[src/hdl/lawc_pkg.sv]
// ----------------------------------------------------------------------------
// Line assembler package
// Shared constants and types for the front queue and the line sequencer.
// ----------------------------------------------------------------------------
package lawc_pkg;

   localparam int LINE_BYTES  = 64;
   localparam int ADDR_W      = $clog2(LINE_BYTES);
   localparam int MAX_LINE_W  = 7;
   localparam int QUEUE_DEPTH = 2;
   localparam int QPTR_W      = $clog2(QUEUE_DEPTH);

   localparam logic [7:0] NL_CODE  = 8'h0A;
   localparam logic [7:0] BSL_CODE = 8'h5C;
   localparam logic [7:0] EOF_CODE = 8'hFF;

   localparam logic ACTION_TEXT = 1'b0;
   localparam logic ACTION_END  = 1'b1;

   localparam logic STATUS_LINE   = 1'b0;
   localparam logic STATUS_NOLINE = 1'b1;

   // Classified input item.
   typedef enum logic [1:0] {
      KIND_TEXT    = 2'd0,
      KIND_NEWLINE = 2'd1,
      KIND_EOFB    = 2'd2,
      KIND_END     = 2'd3
   } kind_type;

   typedef struct packed {
      kind_type   kind;
      logic [7:0] data;
   } q_item_type;

endpackage

[src/hdl/lawc_front.sv]
// ----------------------------------------------------------------------------
// Line assembler front end
// Accepts input items, classifies them and holds them in a short queue.
// ----------------------------------------------------------------------------
module lawc_front import lawc_pkg::*; (
   input  logic       clock,
   input  logic       reset,
   input  logic       req_valid,
   output logic       req_stall,
   input  logic       req_action,
   input  logic [7:0] req_data_byte,
   output logic       q_valid,
   output q_item_type q_item,
   input  logic       q_pop
);

   q_item_type            entry_ff [QUEUE_DEPTH];
   logic [QPTR_W-1:0]     wr_ptr_ff, wr_ptr_in;
   logic [QPTR_W-1:0]     rd_ptr_ff, rd_ptr_in;
   logic [QPTR_W:0]       count_ff, count_in;
   logic                  push;
   q_item_type            new_item;

   assign req_stall = (count_ff == (QPTR_W+1)'(QUEUE_DEPTH));
   assign push      = req_valid && !req_stall;
   assign q_valid   = (count_ff != '0);
   assign q_item    = entry_ff[rd_ptr_ff];

   always_comb begin
      new_item.data = req_data_byte;
      if (req_action == ACTION_END) begin
         new_item.kind = KIND_END;
      end else if (req_data_byte == NL_CODE) begin
         new_item.kind = KIND_NEWLINE;
      end else if (req_data_byte == EOF_CODE) begin
         new_item.kind = KIND_EOFB;
      end else begin
         new_item.kind = KIND_TEXT;
      end
   end

   always_comb begin
      wr_ptr_in = push  ? wr_ptr_ff + 1'b1 : wr_ptr_ff;
      rd_ptr_in = q_pop ? rd_ptr_ff + 1'b1 : rd_ptr_ff;
      count_in  = count_ff;
      if (push && !q_pop) begin
         count_in = count_ff + 1'b1;
      end else if (!push && q_pop) begin
         count_in = count_ff - 1'b1;
      end
   end

   always_ff @(posedge clock) begin
      if (reset) begin
         wr_ptr_ff <= '0;
         rd_ptr_ff <= '0;
         count_ff  <= '0;
      end else begin
         wr_ptr_ff <= wr_ptr_in;
         rd_ptr_ff <= rd_ptr_in;
         count_ff  <= count_in;
      end
   end

   always_ff @(posedge clock) begin
      if (push) begin
         entry_ff[wr_ptr_ff] <= new_item;
      end
   end

endmodule

[src/hdl/lawc_back.sv]
// ----------------------------------------------------------------------------
// Line assembler back end
// Owns the line store, fill count and discard flag; sequences line output.
// ----------------------------------------------------------------------------
module lawc_back import lawc_pkg::*; (
   input  logic                  clock,
   input  logic                  reset,
   input  logic [MAX_LINE_W-1:0] max_line,
   input  logic                  q_valid,
   input  q_item_type            q_item,
   output logic                  q_pop,
   output logic                  rsp_valid,
   input  logic                  rsp_stall,
   output logic [7:0]            rsp_out_byte,
   output logic                  rsp_last,
   output logic                  rsp_status,
   output logic [ADDR_W-1:0]     rsp_line_length
);

   typedef enum logic [5:0] {
      ST_IDLE   = 6'b000001,
      ST_TAIL   = 6'b000010,
      ST_RD     = 6'b000100,
      ST_OUT    = 6'b001000,
      ST_NL     = 6'b010000,
      ST_NOLINE = 6'b100000
   } state_type;

   state_type          state_ff, state_in;
   logic [ADDR_W-1:0]  fill_ff, fill_in;
   logic               disc_ff, disc_in;
   logic [7:0]         tail_ff, tail_in;
   logic [ADDR_W-1:0]  idx_ff, idx_in;
   logic [ADDR_W-1:0]  len_ff, len_in;
   logic [7:0]         line_mem [LINE_BYTES];
   logic [7:0]         rd_data_ff;
   logic [ADDR_W-1:0]  rd_addr;
   logic               wr_en;
   logic [ADDR_W-1:0]  limit;
   logic               pre_disc;
   logic [ADDR_W-1:0]  pre_fill;
   logic               tail_bsl;
   logic               out_free;
   logic               load;
   logic [7:0]         ld_byte;
   logic               ld_last;
   logic               ld_status;
   logic [ADDR_W-1:0]  ld_len;
   logic               rsp_valid_ff, rsp_valid_in;
   logic [7:0]         out_byte_ff;
   logic               last_ff;
   logic               status_ff;
   logic [ADDR_W-1:0]  length_ff;

   // Overflow limit: clamped line size minus one.
   always_comb begin
      if (max_line < MAX_LINE_W'(2)) begin
         limit = ADDR_W'(1);
      end else if (max_line > MAX_LINE_W'(LINE_BYTES)) begin
         limit = ADDR_W'(LINE_BYTES - 1);
      end else begin
         limit = ADDR_W'(max_line - MAX_LINE_W'(1));
      end
   end

   // Enter discard mode before the item when the line already hit the limit.
   assign pre_disc = disc_ff || (fill_ff >= limit);
   assign pre_fill = pre_disc ? '0 : fill_ff;
   assign tail_bsl = (tail_ff == BSL_CODE);
   assign out_free = !rsp_valid_ff || !rsp_stall;

   always_comb begin
      state_in  = state_ff;
      fill_in   = fill_ff;
      disc_in   = disc_ff;
      tail_in   = tail_ff;
      idx_in    = idx_ff;
      len_in    = len_ff;
      rd_addr   = idx_ff;
      wr_en     = 1'b0;
      q_pop     = 1'b0;
      load      = 1'b0;
      ld_byte   = 8'h00;
      ld_last   = 1'b0;
      ld_status = STATUS_LINE;
      ld_len    = len_ff;
      case (state_ff)
         ST_IDLE: begin
            if (q_valid) begin
               q_pop   = 1'b1;
               disc_in = pre_disc;
               fill_in = pre_fill;
               case (q_item.kind)
                  KIND_END: begin
                     fill_in = '0;
                     disc_in = 1'b0;
                     if (pre_disc || pre_fill == '0 || tail_bsl) begin
                        state_in = ST_NOLINE;
                     end else begin
                        len_in   = pre_fill;
                        idx_in   = '0;
                        state_in = ST_RD;
                     end
                  end
                  KIND_NEWLINE: begin
                     if (pre_disc) begin
                        disc_in  = 1'b0;
                        fill_in  = '0;
                        len_in   = '0;
                        state_in = ST_NL;
                     end else if (pre_fill != '0 && tail_bsl) begin
                        // drop the backslash and fetch the byte it exposes
                        fill_in = pre_fill - 1'b1;
                        rd_addr = pre_fill - ADDR_W'(2);
                        if (pre_fill != ADDR_W'(1)) begin
                           state_in = ST_TAIL;
                        end
                     end else begin
                        fill_in = '0;
                        len_in  = pre_fill;
                        idx_in  = '0;
                        state_in = (pre_fill == '0) ? ST_NL : ST_RD;
                     end
                  end
                  KIND_EOFB: begin
                     if (pre_disc) begin
                        state_in = ST_NOLINE;
                     end else begin
                        wr_en   = 1'b1;
                        tail_in = q_item.data;
                        fill_in = pre_fill + 1'b1;
                     end
                  end
                  KIND_TEXT: begin
                     if (!pre_disc) begin
                        wr_en   = 1'b1;
                        tail_in = q_item.data;
                        fill_in = pre_fill + 1'b1;
                     end
                  end
                  default: begin
                  end
               endcase
            end
         end
         ST_TAIL: begin
            tail_in  = rd_data_ff;
            state_in = ST_IDLE;
         end
         ST_RD: begin
            state_in = ST_OUT;
         end
         ST_OUT: begin
            if (out_free) begin
               load    = 1'b1;
               ld_byte = rd_data_ff;
               if (idx_ff == len_ff - 1'b1) begin
                  state_in = ST_NL;
               end else begin
                  idx_in   = idx_ff + 1'b1;
                  state_in = ST_RD;
               end
            end
         end
         ST_NL: begin
            if (out_free) begin
               load     = 1'b1;
               ld_byte  = NL_CODE;
               ld_last  = 1'b1;
               state_in = ST_IDLE;
            end
         end
         ST_NOLINE: begin
            if (out_free) begin
               load      = 1'b1;
               ld_last   = 1'b1;
               ld_status = STATUS_NOLINE;
               ld_len    = '0;
               state_in  = ST_IDLE;
            end
         end
         default: begin
            state_in = ST_IDLE;
         end
      endcase
   end

   always_comb begin
      rsp_valid_in = rsp_valid_ff;
      if (load) begin
         rsp_valid_in = 1'b1;
      end else if (!rsp_stall) begin
         rsp_valid_in = 1'b0;
      end
   end

   always_ff @(posedge clock) begin
      if (reset) begin
         state_ff     <= ST_IDLE;
         fill_ff      <= '0;
         disc_ff      <= 1'b0;
         rsp_valid_ff <= 1'b0;
      end else begin
         state_ff     <= state_in;
         fill_ff      <= fill_in;
         disc_ff      <= disc_in;
         rsp_valid_ff <= rsp_valid_in;
      end
   end

   always_ff @(posedge clock) begin
      tail_ff <= tail_in;
      idx_ff  <= idx_in;
      len_ff  <= len_in;
      if (load) begin
         out_byte_ff <= ld_byte;
         last_ff     <= ld_last;
         status_ff   <= ld_status;
         length_ff   <= ld_len;
      end
   end

   // Line store: one write port, one registered read port.
   always_ff @(posedge clock) begin
      if (wr_en) begin
         line_mem[pre_fill] <= q_item.data;
      end
      rd_data_ff <= line_mem[rd_addr];
   end

   assign rsp_valid       = rsp_valid_ff;
   assign rsp_out_byte    = out_byte_ff;
   assign rsp_last        = last_ff;
   assign rsp_status      = status_ff;
   assign rsp_line_length = length_ff;

   a_disc_empty: assert property (@(posedge clock) disable iff (reset)
      disc_ff |-> fill_ff == '0)
      else $error("discard mode with nonzero fill count");

   a_out_after_rd: assert property (@(posedge clock) disable iff (reset)
      state_ff == ST_OUT |-> $past(state_ff) == ST_RD || $past(state_ff) == ST_OUT)
      else $error("line byte presented without a store read");

   a_rd_len: assert property (@(posedge clock) disable iff (reset)
      state_ff == ST_RD |-> len_ff != '0 && idx_ff < len_ff)
      else $error("store read outside the emitted line");

   a_last_source: assert property (@(posedge clock) disable iff (reset)
      load && ld_last |-> state_ff == ST_NL || state_ff == ST_NOLINE)
      else $error("final result loaded outside a closing state");

   a_pop_idle: assert property (@(posedge clock) disable iff (reset)
      state_ff != ST_IDLE |=> !$past(q_pop))
      else $error("queue popped while a line is in progress");

endmodule

[src/hdl/line_assembler_with_continuation_core.sv]
// ----------------------------------------------------------------------------
// Line assembler with backslash continuation
// Builds text lines from a byte stream and emits them one byte per result.
//
// Input channel (req_): one item per transfer, either a text byte
// (req_action = 0) or an end-of-data mark (req_action = 1). Items enter a
// two-entry queue; req_stall rises only when that queue is full.
// Result channel (rsp_): one result per transfer from an output register.
// A line of n bytes yields n byte results and a newline result with
// rsp_last set; no-line results carry rsp_status = 1 and rsp_last = 1.
// Sequencing: a removed continuation backslash triggers a store read that
// refreshes the tail byte (none if the line empties), and each line byte
// passes a read state and an output state, set by the single registered
// read port of the line store. Reset clears the queue, fill count, discard
// mode and output valid, and sets max_line to 64; the line store is not
// cleared. While rsp_stall is high with a valid result, the result register
// holds and emission pauses; the queue fills while the sequencer waits.
// csr_write_enable writes max_line; write it only while the block is idle.
// ----------------------------------------------------------------------------
module line_assembler_with_continuation_core import lawc_pkg::*; (
   input  logic                  clock,
   input  logic                  reset,
   input  logic                  csr_write_enable,
   input  logic [MAX_LINE_W-1:0] csr_write_data,
   input  logic                  req_valid,
   output logic                  req_stall,
   input  logic                  req_action,
   input  logic [7:0]            req_data_byte,
   output logic                  rsp_valid,
   input  logic                  rsp_stall,
   output logic [7:0]            rsp_out_byte,
   output logic                  rsp_last,
   output logic                  rsp_status,
   output logic [ADDR_W-1:0]     rsp_line_length
);

   logic [MAX_LINE_W-1:0] max_line_ff, max_line_in;
   logic                  q_valid;
   q_item_type            q_item;
   logic                  q_pop;

   assign max_line_in = csr_write_enable ? csr_write_data : max_line_ff;

   always_ff @(posedge clock) begin
      if (reset) begin
         max_line_ff <= MAX_LINE_W'(LINE_BYTES);
      end else begin
         max_line_ff <= max_line_in;
      end
   end

   lawc_front u_front (
      .clock         (clock),
      .reset         (reset),
      .req_valid     (req_valid),
      .req_stall     (req_stall),
      .req_action    (req_action),
      .req_data_byte (req_data_byte),
      .q_valid       (q_valid),
      .q_item        (q_item),
      .q_pop         (q_pop)
   );

   lawc_back u_back (
      .clock           (clock),
      .reset           (reset),
      .max_line        (max_line_ff),
      .q_valid         (q_valid),
      .q_item          (q_item),
      .q_pop           (q_pop),
      .rsp_valid       (rsp_valid),
      .rsp_stall       (rsp_stall),
      .rsp_out_byte    (rsp_out_byte),
      .rsp_last        (rsp_last),
      .rsp_status      (rsp_status),
      .rsp_line_length (rsp_line_length)
   );

endmodule
[config.mk]
export PLATFORM = sky130hd
export DESIGN_NAME = line_assembler_with_continuation_core
export DESIGN_NICKNAME = d
export VERILOG_FILES = /design/src/hdl/lawc_pkg.sv /design/src/hdl/lawc_front.sv /design/src/hdl/lawc_back.sv /design/src/hdl/line_assembler_with_continuation_core.sv
export SDC_FILE = /design/constraint.sdc
export NUM_CORES = 1
export LEC_CHECK = 0
export BUFFER_PORTS_ARGS = -buffer_cell sky130_fd_sc_hd__buf_4
export CAP_MARGIN = 40
export CELL_PAD_IN_SITES_DETAIL_PLACEMENT = 1
export CELL_PAD_IN_SITES_GLOBAL_PLACEMENT = 2
export CORE_MARGIN = 5
export CORE_UTILIZATION = 48
export CTS_CLUSTER_SIZE = 10
export DETAILED_ROUTE_END_ITERATION = 10
export PLACE_DENSITY_LB_ADDON = 0.3
export SLEW_MARGIN = 20
export SYNTH_ARGS = -nofsm -noshare
export SYNTH_HDL_FRONTEND = slang
export SYNTH_HIERARCHICAL = 1
export SYNTH_SLANG_ARGS = --single-unit
[constraint.sdc]
create_clock -name clock -period 8.2 [get_ports clock]
set_input_delay 0.41 -clock clock [delete_from_list [all_inputs] [get_ports clock]]
set_output_delay 0.41 -clock clock [all_outputs]
set_load 0.01 [all_outputs]
# Yosys cells after proc, flatten, opt, wreduce, memory -nomap -nowiden
# Memory sizes are Yosys's and may differ from the RTL's. A register that Yosys moved wholly into a read port is not among the register bits.
# Cells that the tools add are included.
classes:
  n_mux: 67
  n_lt_le_gt_ge: 3
  n_addsub: 10
  n_eq_ne: 31
  n_reduce_logical: 30
ops:
  columns: ["op", "count"]
  rows:
  - ["$mux W6", 30]
  - ["$pmux W6 S2", 3]
  - ["$pmux W6 S3", 2]
  - ["$mux W8", 4]
  - ["$pmux W8 S2", 2]
  - ["$pmux W6 S4", 1]
  - ["$sub A6 B1 Y6 const B", 3]
  - ["$mux W1", 17]
  - ["$add A6 B1 Y6 const B", 2]
  - ["$ne A3 B3 Y1 const B", 4]
  - ["$mux W2", 5]
  - ["$mux W5", 2]
  - ["$ne A2 B2 Y1 const B", 5]
  - ["$reduce_bool A2 Y1", 5]
  - ["$eq A8 B4 Y1 const B", 1]
  - ["$eq A8 B7 Y1 const B", 1]
  - ["$eq A8 B8 Y1 const B", 1]
  - ["$reduce_and A8 Y1", 1]
  - ["$gt A7 B7 Y1 const B", 1]
  - ["$lt A7 B2 Y1 const B", 1]
  - ["$eq A2 B2 Y1 const B", 3]
  - ["$eq A6 B1 Y1 const B", 1]
  - ["$eq A6 B2 Y1 const B", 1]
  - ["$eq A6 B3 Y1 const B", 1]
  - ["other kinds (28)", 44]
word_totals:
  n_memories: 2
  inputBits: 21
  out_inout_bits: 18
  reg_bits: 61
  ramBits: 532
memory_table:
  columns: ["memory", "depth", "width", "read_ports", "rd_ports_with_merged_regs", "write_ports", "line_no", "rtl"]
  rows:
  - ["u_back.line_mem", 64, 8, 1, 1, 1, "lawc_back.sv:35", "logic [7:0] line_mem [LINE_BYTES];"]
  - ["u_front.entry_ff", 2, 10, 1, 1, 1, "lawc_front.sv:17", "q_item_type entry_ff [QUEUE_DEPTH];"]

# Depth between registers and ports, before layout
# Gate-level depths: netlist of the first run.
logic_depth:
  word_depth: 13
  ltp_mapped: 26
  ltp_nobuf: 20

# Cells and area by module
# The synthesis of the first run kept the hierarchy.
modules_own_cells:
  columns: ["module", "instances", "area_per_inst_um2", "cells_each"]
  rows:
  - ["lawc_back", 1, 24760.0, 1898]
  - ["lawc_front", 1, 977.2, 62]
  - ["line_assembler_with_continuation_core", 1, 251.5, 22]

# Least setup slack after synthesis of the first run
# OpenSTA, ideal clock, no wires.
synth_path:
  path_kind: "register -> register"
  start: "reg max_line_ff[4]"
  end: "reg u_back.rd_data_ff[6], read port of u_back.line_mem"
  arrival_ns: 5.041
  path_stages_with_launch: 24
  slack_ns: 3.031
  synth_period_minus_slack_ns: 5.169
  path_buffers: 5
  cell_sequence: "dfxtp_1 > or4_1 > or2_2 > nor2_1 > nand2_1 > o21ai_0 > ha_1 > o2111ai_1 > a32o_1 > buf_2 > clkbuf_1 > buf_2 > nand2_1 > ha_1 > nand3b_2 > nand4_1 > o21a_1 > buf_6 > nor2_4 > buf_6 > mux2_1 > a2111o_1 > a2bb2oi_1 > nand4_1"
synth_between:
  elab_chain_len: 13
synth_rtl:
  columns: ["element", "line_no", "rtl"]
  rows:
  - ["start: declaration", "line_assembler_with_continuation_core.sv:37", "logic [MAX_LINE_W-1:0] max_line_ff, max_line_in;"]
  - ["start signal: assignment", "line_assembler_with_continuation_core.sv:46", "max_line_ff <= MAX_LINE_W'(LINE_BYTES);"]
  - ["start signal: assignment", "line_assembler_with_continuation_core.sv:48", "max_line_ff <= max_line_in;"]
  - ["$sub A6 B1 Y6 / $gt A7 B7 Y1 (equally long branches)", "lawc_back.sv:62, lawc_back.sv:59", null]
  - ["$mux W6", "lawc_back.sv:59", "end else if (max_line > MAX_LINE_W'(LINE_BYTES)) begin"]
  - ["$mux W6 (*)", "lawc_back.sv:57", "if (max_line < MAX_LINE_W'(2)) begin"]
  - ["$ge A6 B6 Y1 (*)", "lawc_back.sv:67", "assign pre_disc = disc_ff || (fill_ff >= limit);"]
  - ["$logic_or A1 B1 Y1 (*)", "lawc_back.sv:67", null]
  - ["branches (longest 4 deep; another with $sub A6 B2 Y6)", null, null]
  - ["$mux W6 (*)", "lawc_back.sv:106", "if (pre_disc) begin"]
  - ["$mux W6 (*)", "lawc_back.sv:93", "case (q_item.kind)"]
  - ["$mux W6 (*)", "lawc_back.sv:89", "if (q_valid) begin"]
  - ["$mux W6 (*)", "lawc_back.sv:87", "case (state_ff)"]
  - ["end: declaration", "lawc_back.sv:36", "logic [7:0] rd_data_ff;"]
# Every way passes the cells marked *.
# A chain may end at the register's enable or synchronous reset.

# Worst setup path after layout of the first run
layout_path:
  start: "reg max_line_ff[4]"
  end: "reg u_back.rd_data_ff[7], read port of u_back.line_mem"
# The elaborated chain is that of the path after synthesis.

==> results.toml, run 1 <==
[timing]
slew_violations = 0
fin_ws_ns = 1.82
rsz0062_at_grt = "false"
finalSetupViolations = 0
max_freq_ghz = 0.157
tightest_slew_ns = 0.969
tns_ns = 0
max_slew_margin_pct = 35.4
finClkSkew_ns = 0.0272
finalHoldViolations = 0
layout_min_cycle_time_ns = 6.38
period_share_pct = 77.8
whs_ns = 0.0534

[place]
place_area_um2 = 26900
post-dp-hpwl_mm = 49.1
port_buffers = 38
place.gp.congestion = 0.855
post-place-ws_ns = 1.88

[die]
start_util_pct = 48.4
die_h_um = 243
coreArea_um2 = 53700
die_x_um = 243
ioPinCount = 39
rows = 85
die-area_um2 = 58900

[routing]
vias = 17800
dr.first_iter.drc_count = 1798
wl_mm = 79.6
routedWlPerCell_um = 28.8
drtPass1Iterations = 5
postRouteAntennaNets = 0
route.detailed.drc = 0
viasPerCell = 6.45

[power]
cellPowerDensity_nw_per_um2 = 287
peakVddDrop_v = 0.000160
fin_total_pwr_mw = 8.43
leakage_nw = 9.84

[cells_and_area]
layout-drive-gt1-share_pct = 11.2
nNetsFinal = 2071
multi_input_area_um2 = 7600
final_cell_mix = "edfxtp_1 (568), nand3_1 (190), o21ai_0 (159)"
fillCellCount = 5245
diodes = 0
syn2layout_area_growth_pct = 12.8
final_common_cell = "edfxtp_1"
post-route-cell-area_um2 = 29300
ff_latch_area_um2 = 17700

[logic_synthesis]
synth_edf_count = 568
ys_types = 71
ys.flop_type = "edfxtp_1"
ys_warn_count = 6
async_flop_share_pct = 0
ys_seq_area_share_pct = 68.2
synth_seq_cells = 602
avgSynthCellArea_um2 = 13.1
synth_top_area_share_pct = 65.6
synthCells = 1982
synthesis.nets = 2026
synthTopCellsByArea = "edfxtp_1 (66%), mux2i_1 (3.8%), nand3_1 (3.7%), o21ai_0 (3.1%), dfxtp_1 (2.6%)"
yosysTopAreaCell = "edfxtp_1"
synth.cell_area_um2 = 26000

[global_route]
grt_pass1_wl_mm = 119
antenna_found_initial = 1
first_global_vias = 18000
grt_overflow = 0
grt.total_usage_pct = 26.4
grt_max_degree = 133

[clocking]
cts-htree-levels = 3
tritoncts = "built"
clk_pin_slew_ns = 0.05
clockBufferDepth = 3
clock-sinks = 602
clock_latency_ns = 0.61
cts_inserted_buffers = 72
cts-root-buf = "clkbuf_16"
postCtsSetupBuffers = 0
cts_resized = 0

[worst_setup_path]
required_ns = 8.67
crit_arrival_ns = 6.85
path_class = "reg2reg"
r2r-start = "max_line_ff[4]$_SDFFE_PP0P_"
endpoint_kind = "register"
startpoint = "max_line_ff[4]$_SDFFE_PP0P_"
worstPathMaxFanout = 50
crit_path_start_kind = "register"

[flow_run]
cap_violations = 0

[hold_path]
min_path_type = "in2reg"
min_from = "csr_write_data[0]"

[run_status]
status = "completed"
-- state kept, by name, indices dropped and copies added (netlist names), named ones only --
register                cells
u_front/rd_ptr_ff           1
max_line_ff                 7
u_front/entry_ff           20
u_back/idx_ff               6
u_back/rsp_last             1
u_back/rsp_line_length      6
u_back/len_ff               6
u_back/fill_ff              6
u_back/tail_ff              8
u_back/rsp_valid            1
u_back/rd_data_ff           8
u_back/line_mem           512
u_front/wr_ptr_ff           1
u_back/rsp_status           1
u_front/count_ff            2
u_back/rsp_out_byte         8
u_back/state_ff             6
u_back/disc_ff              1
-- stage by stage --
| stage | utilization [%] | instances |
|---|---|---|
| after global placement | 50.0 | 2612 |
| after detailed placement | 50.2 | 2622 |
| final | 54.6 | 2763 |
| after global routing | 54.6 | 2763 |
| after CTS | 54.2 | 2745 |
| after floorplan | - | 1982 |
-- logic make-up after synthesis --
kind of cell / after synthesis / synth area share (%)
flops: 602 / 68.2
compound gates: 429 / 10.5
mux: 118 / 4.64
simple gates: 627 / 12.0
fa+ha+maj: 23 / 1.11
buf+inv: 158 / 2.72
xor+xnor: 25 / 0.843
-- metal layers --
| metal | track usage, % | part of all wire, % |
|---|---|---|
| met2 | 42.0 | 47 |
| met1 | 37.5 | 42 |
| met3 | 4.95 | 7.9 |
| met4 | 7.61 | 3.1 |
| met5 | 0 | 0.011 |
-- cell usage after synthesis, types with 10 or more instances --
| library cell | count |
|---|---|
| ha_1 | 23 |
| edfxtp_1 | 568 |
| nand2_1 | 134 |
| buf_2 | 25 |
| inv_1 | 18 |
| dfxtp_1 | 34 |
| xnor2_1 | 13 |
| o21ai_0 | 159 |
| xor2_1 | 12 |
| a32oi_1 | 42 |
| nand4_1 | 35 |
| mux2i_1 | 98 |
| and4_1 | 11 |
| o22ai_1 | 31 |
| a22oi_1 | 36 |
| nor3_1 | 17 |
| a211oi_1 | 24 |
| nand3_1 | 191 |
| nand3b_1 | 10 |
| a21oi_1 | 63 |
| clkbuf_1 | 92 |
| nand2b_1 | 29 |
| nor2_1 | 144 |
| mux2_2 | 19 |
| a21o_1 | 21 |
| and2_1 | 10 |
-- worst max-delay path, cell delays in order (launching register included) --
cell and delay (ns):
dfxtp_1 0.33, or4_1 0.58, or2_2 0.33, nor2_1 0.18, nand2_1 0.07, o21ai_0 0.09
ha_1 0.26, o2111ai_1 0.27, a32oi_2 0.16, nor2_1 0.27, inv_1 0.08, ha_1 0.27
nand3b_2 0.22, nand4_1 0.24, o21a_4 0.41, nor2_4 0.67, buf_12 0.39, buf_4 0.36
mux2i_1 0.24, o22ai_1 0.11, o21ai_0 0.45, nand4_1 0.16
-- worst paths after layout --
kind,to,slack [ns],depth (start not counted)
worst max-delay path,u_back/rd_data_ff[7]$_DFF_P_,1.82,21
worst min-delay path,max_line_ff[0]$_SDFFE_PP0P_,0.05,3
worst min register to register,u_front/count_ff[1]$_SDFFE_PP0P_,0.50,2
worst max register to register,u_back/rd_data_ff[7]$_DFF_P_,1.82,21
-- cell type report --
cell class / count / area share, %
Timing Repair Buffer: 109 / 3.21
Sequential cell: 602 / 60.5
Tap cell: 696 / 2.97
Inverter: 20 / 0.256
Multi-Input combinational cell: 1222 / 25.9
Clock inverter: 10 / 0.418
Clock buffer: 104 / 6.73
-- repair_timing --
action	4_1_cts	5_1_grt
hold endpoints to repair	17	0
endpoints found under the setup margin	0	0
hold buffers	9	0
-- power breakdown --
group	total, mW	internal [mW]	switching (mW)
Sequential	3.80	3.70	0.0992
Combinational	1.72	0.485	1.24
Clock	2.90	1.70	1.21
Power figures use the tool's default switching activity.
==> inputs of run 2 (changes only) <==
--- a/config.mk
+++ b/config.mk
@@ -10,7 +10,7 @@
 export CELL_PAD_IN_SITES_DETAIL_PLACEMENT = 1
 export CELL_PAD_IN_SITES_GLOBAL_PLACEMENT = 2
 export CORE_MARGIN = 5
-export CORE_UTILIZATION = 48
+export CORE_UTILIZATION = 45
 export CTS_CLUSTER_SIZE = 10
 export DETAILED_ROUTE_END_ITERATION = 10
 export PLACE_DENSITY_LB_ADDON = 0.3
==> constraint.sdc (replaced) <==
create_clock -name clock -period 6.2 [get_ports clock]
set_input_delay 0.31 -clock clock [delete_from_list [all_inputs] [get_ports clock]]
set_output_delay 0.31 -clock clock [all_outputs]
set_load 0.01 [all_outputs]
==> run 2 against run 1 <==
  * Largest power group unchanged
  * Register-to-register slack worse by 1.4 ns
  * Clock power is 29% higher
  * Flip-flop and latch count stayed put
  * Non-clock buffer count is 42 higher
==> results.toml, run 2 (synthesis gave the netlist of run 1 again) <==
[run_status]
status = "completed"

[clocking]
tritoncts = "built"
cts-root-buf = "clkbuf_16"
clockBufferDepth = 3
cts_inserted_buffers = 71
clock_latency_ns = 0.62
clk_pin_slew_ns = 0.05
cts-htree-levels = 3
clock-sinks = 602

[timing]
period_share_pct = 93.9
tns_ns = 0
tightest_slew_ns = 0.976
finClkSkew_ns = 0.0258
finalSetupViolations = 0
rsz0062_at_grt = "false"
layout_min_cycle_time_ns = 5.82
max_freq_ghz = 0.172
slew_violations = 0
max_slew_margin_pct = 34.9
finalHoldViolations = 0

[power]
seq_power_share_pct = 45.5
combPwrFrac_pct = 20.6
p_int_mw = 7.68
cellPowerDensity_nw_per_um2 = 372
clock_power_share_pct = 33.9
leakage_nw = 10.0
switching_share_pct = 30.4
peakVddDrop_v = 0.000201
p_switching_mw = 3.36

[global_route]
grt_max_degree = 73
grt.total_usage_pct = 25.2
first_global_vias = 18300
grt_pass1_wl_mm = 120
antenna_found_initial = 1
grt_overflow = 0

[routing]
viasPerCell = 6.18
vias = 17800
drtPass1Iterations = 5
route.detailed.drc = 0
postRouteAntennaNets = 0
dr.first_iter.drc_count = 1766
routedWlPerCell_um = 28.1
wl_mm = 80.6

[cells_and_area]
reg.largest.list = "u_back/line_mem: 512 flops, u_front/entry_ff: 20 flops"
nNetsFinal = 2112
syn2layout_area_growth_pct = 14.2
fillCellCount = 5745
utilization_pct = 51.6
post-route-cell-area_um2 = 29700
top_register = "u_back/line_mem"
final_cell_mix = "edfxtp_1 (568), nand3_1 (190), o21ai_0 (159)"
final_common_cell = "edfxtp_1"
largest_reg_flops = 512
layout-drive-gt1-share_pct = 12.5

[worst_setup_path]
endpoint_kind = "register"
r2r_cells = 21
worstPathMaxFanout = 39
crit_arrival_ns = 6.28
crit_path_start_kind = "register"
path_class = "reg2reg"
required_ns = 6.66
r2r-start = "max_line_ff[3]$_SDFFE_PP0P_"
r2r_setup_slack_ns = 0.38
worst_r2r_endpoint = "u_back/rd_data_ff[6]$_DFF_P_"

[hold_path]
hold_depth = 2
min_from = "csr_write_enable"
hold_end = "max_line_ff[6]$_SDFFE_PP1P_"
min_path_type = "in2reg"

[die]
rows = 88
start_util_pct = 45.2
die-area_um2 = 62700
die_x_um = 250
die_h_um = 250
coreArea_um2 = 57500
ioPinCount = 39

[place]
place.gp.congestion = 0.876
post-dp-hpwl_mm = 50.6
port_buffers = 38
place_area_um2 = 27500

[flow_run]
cap_violations = 0
## run 2: cell types whose count changed in the layout (fill, tap and decap cells not counted), sizes merged
cell and change:
buf +35, bufinv -1, clkbuf -1, clkinv +3
diode +1, dlygate4sd3 +6, inv -1
## run 2: per-stage QoR
stage | power (mW) | setup slack [ns] | std cells | hold slack (ns)
floorplan | 6.38 | 1.03 | 1982 | 0.379
global placement | 7.27 | 0.549 | 2738 | 0.471
detailed placement | 7.34 | 0.393 | 2741 | 0.491
CTS | 11.1 | 0.349 | 2869 | 0.000695
global route | 11.5 | 0.0966 | 2873 | 0.0430
finish | 11.0 | 0.376 | 2874 | 0.0531
## run 2: power by group through the flow
| stage | registers, mW | logic, mW | clock network (mW) |
|---|---|---|---|
| after detailed placement | 5.10 | 2.23 | 0 |
| after CTS | 5.02 | 2.26 | 3.82 |
| after global placement | 5.10 | 2.17 | 0 |
| final | 5.02 | 2.27 | 3.75 |
| after global routing | 5.03 | 2.42 | 4.00 |
| after floorplan | 5.03 | 1.35 | 0 |
## run 2: what timing repair did
item	CTS	global route
resized for setup	0	1
buffers inserted	0	0
hold endpoints to repair	23	0
hold buffers	15	0
setup endpoints to repair	0	1
## run 2: cell type report
cell class / instances / area (um^2) / share of cell area (%)
tap: 765 / 957 / 3.23
inverter: 20 / 75.1 / 0.253
timing repair buffer: 151 / 1280 / 4.30
clock buffer: 102 / 1910 / 6.45
multi-input combinational: 1222 / 7600 / 25.6
antenna: 1 / 2.50 / 0.00843
clock inverter: 11 / 110 / 0.371
sequential: 602 / 17700 / 59.8
## run 2: how the worst max path moves through the flow
stage                           startpoint                      endpoint  slack (ns)  cells after the start
2_1_floorplan  max_line_ff[4]$_SDFFE_PP0P_  u_back/rd_data_ff[6]$_DFF_P_        1.03                     23
3_3_place_gp   max_line_ff[4]$_SDFFE_PP0P_  u_back/rd_data_ff[6]$_DFF_P_        0.55                     20
3_5_place_dp   max_line_ff[3]$_SDFFE_PP0P_  u_back/rd_data_ff[6]$_DFF_P_        0.39                     21
4_1_cts        max_line_ff[3]$_SDFFE_PP0P_  u_back/rd_data_ff[6]$_DFF_P_        0.35                     21
5_1_grt        max_line_ff[3]$_SDFFE_PP0P_  u_back/rd_data_ff[6]$_DFF_P_         0.1                     20
6_report       max_line_ff[3]$_SDFFE_PP0P_  u_back/rd_data_ff[6]$_DFF_P_        0.38                     21
## run 2: per-layer routing
metal | track usage [%] | vias to the layer above | wire length (um)
met5 | 0 | - | 0
met4 | 7.66 | 0 | 2310
met3 | 4.32 | 133 | 5670
met2 | 40.7 | 707 | 37900
met1 | 35.2 | 9145 | 34700
li1 | - | 7786 | -
## run 2: critical path: stages, from the launching register on
cell and delay, ns:
dfxtp_1 0.34, or4_1 0.57, or2_2 0.33, nor2_1 0.19
nand2_1 0.08, o21ai_0 0.09, ha_1 0.25, o2111ai_1 0.30
a32oi_2 0.17, nor2_1 0.26, inv_1 0.08, ha_1 0.26
nand3b_2 0.20, nand4_1 0.24, o21a_4 0.40, buf_4 0.26
buf_4 0.28, o21ai_0 0.22, a21oi_1 0.17, a2111oi_1 0.55
a2bb2oi_1 0.23, nand4_1 0.15
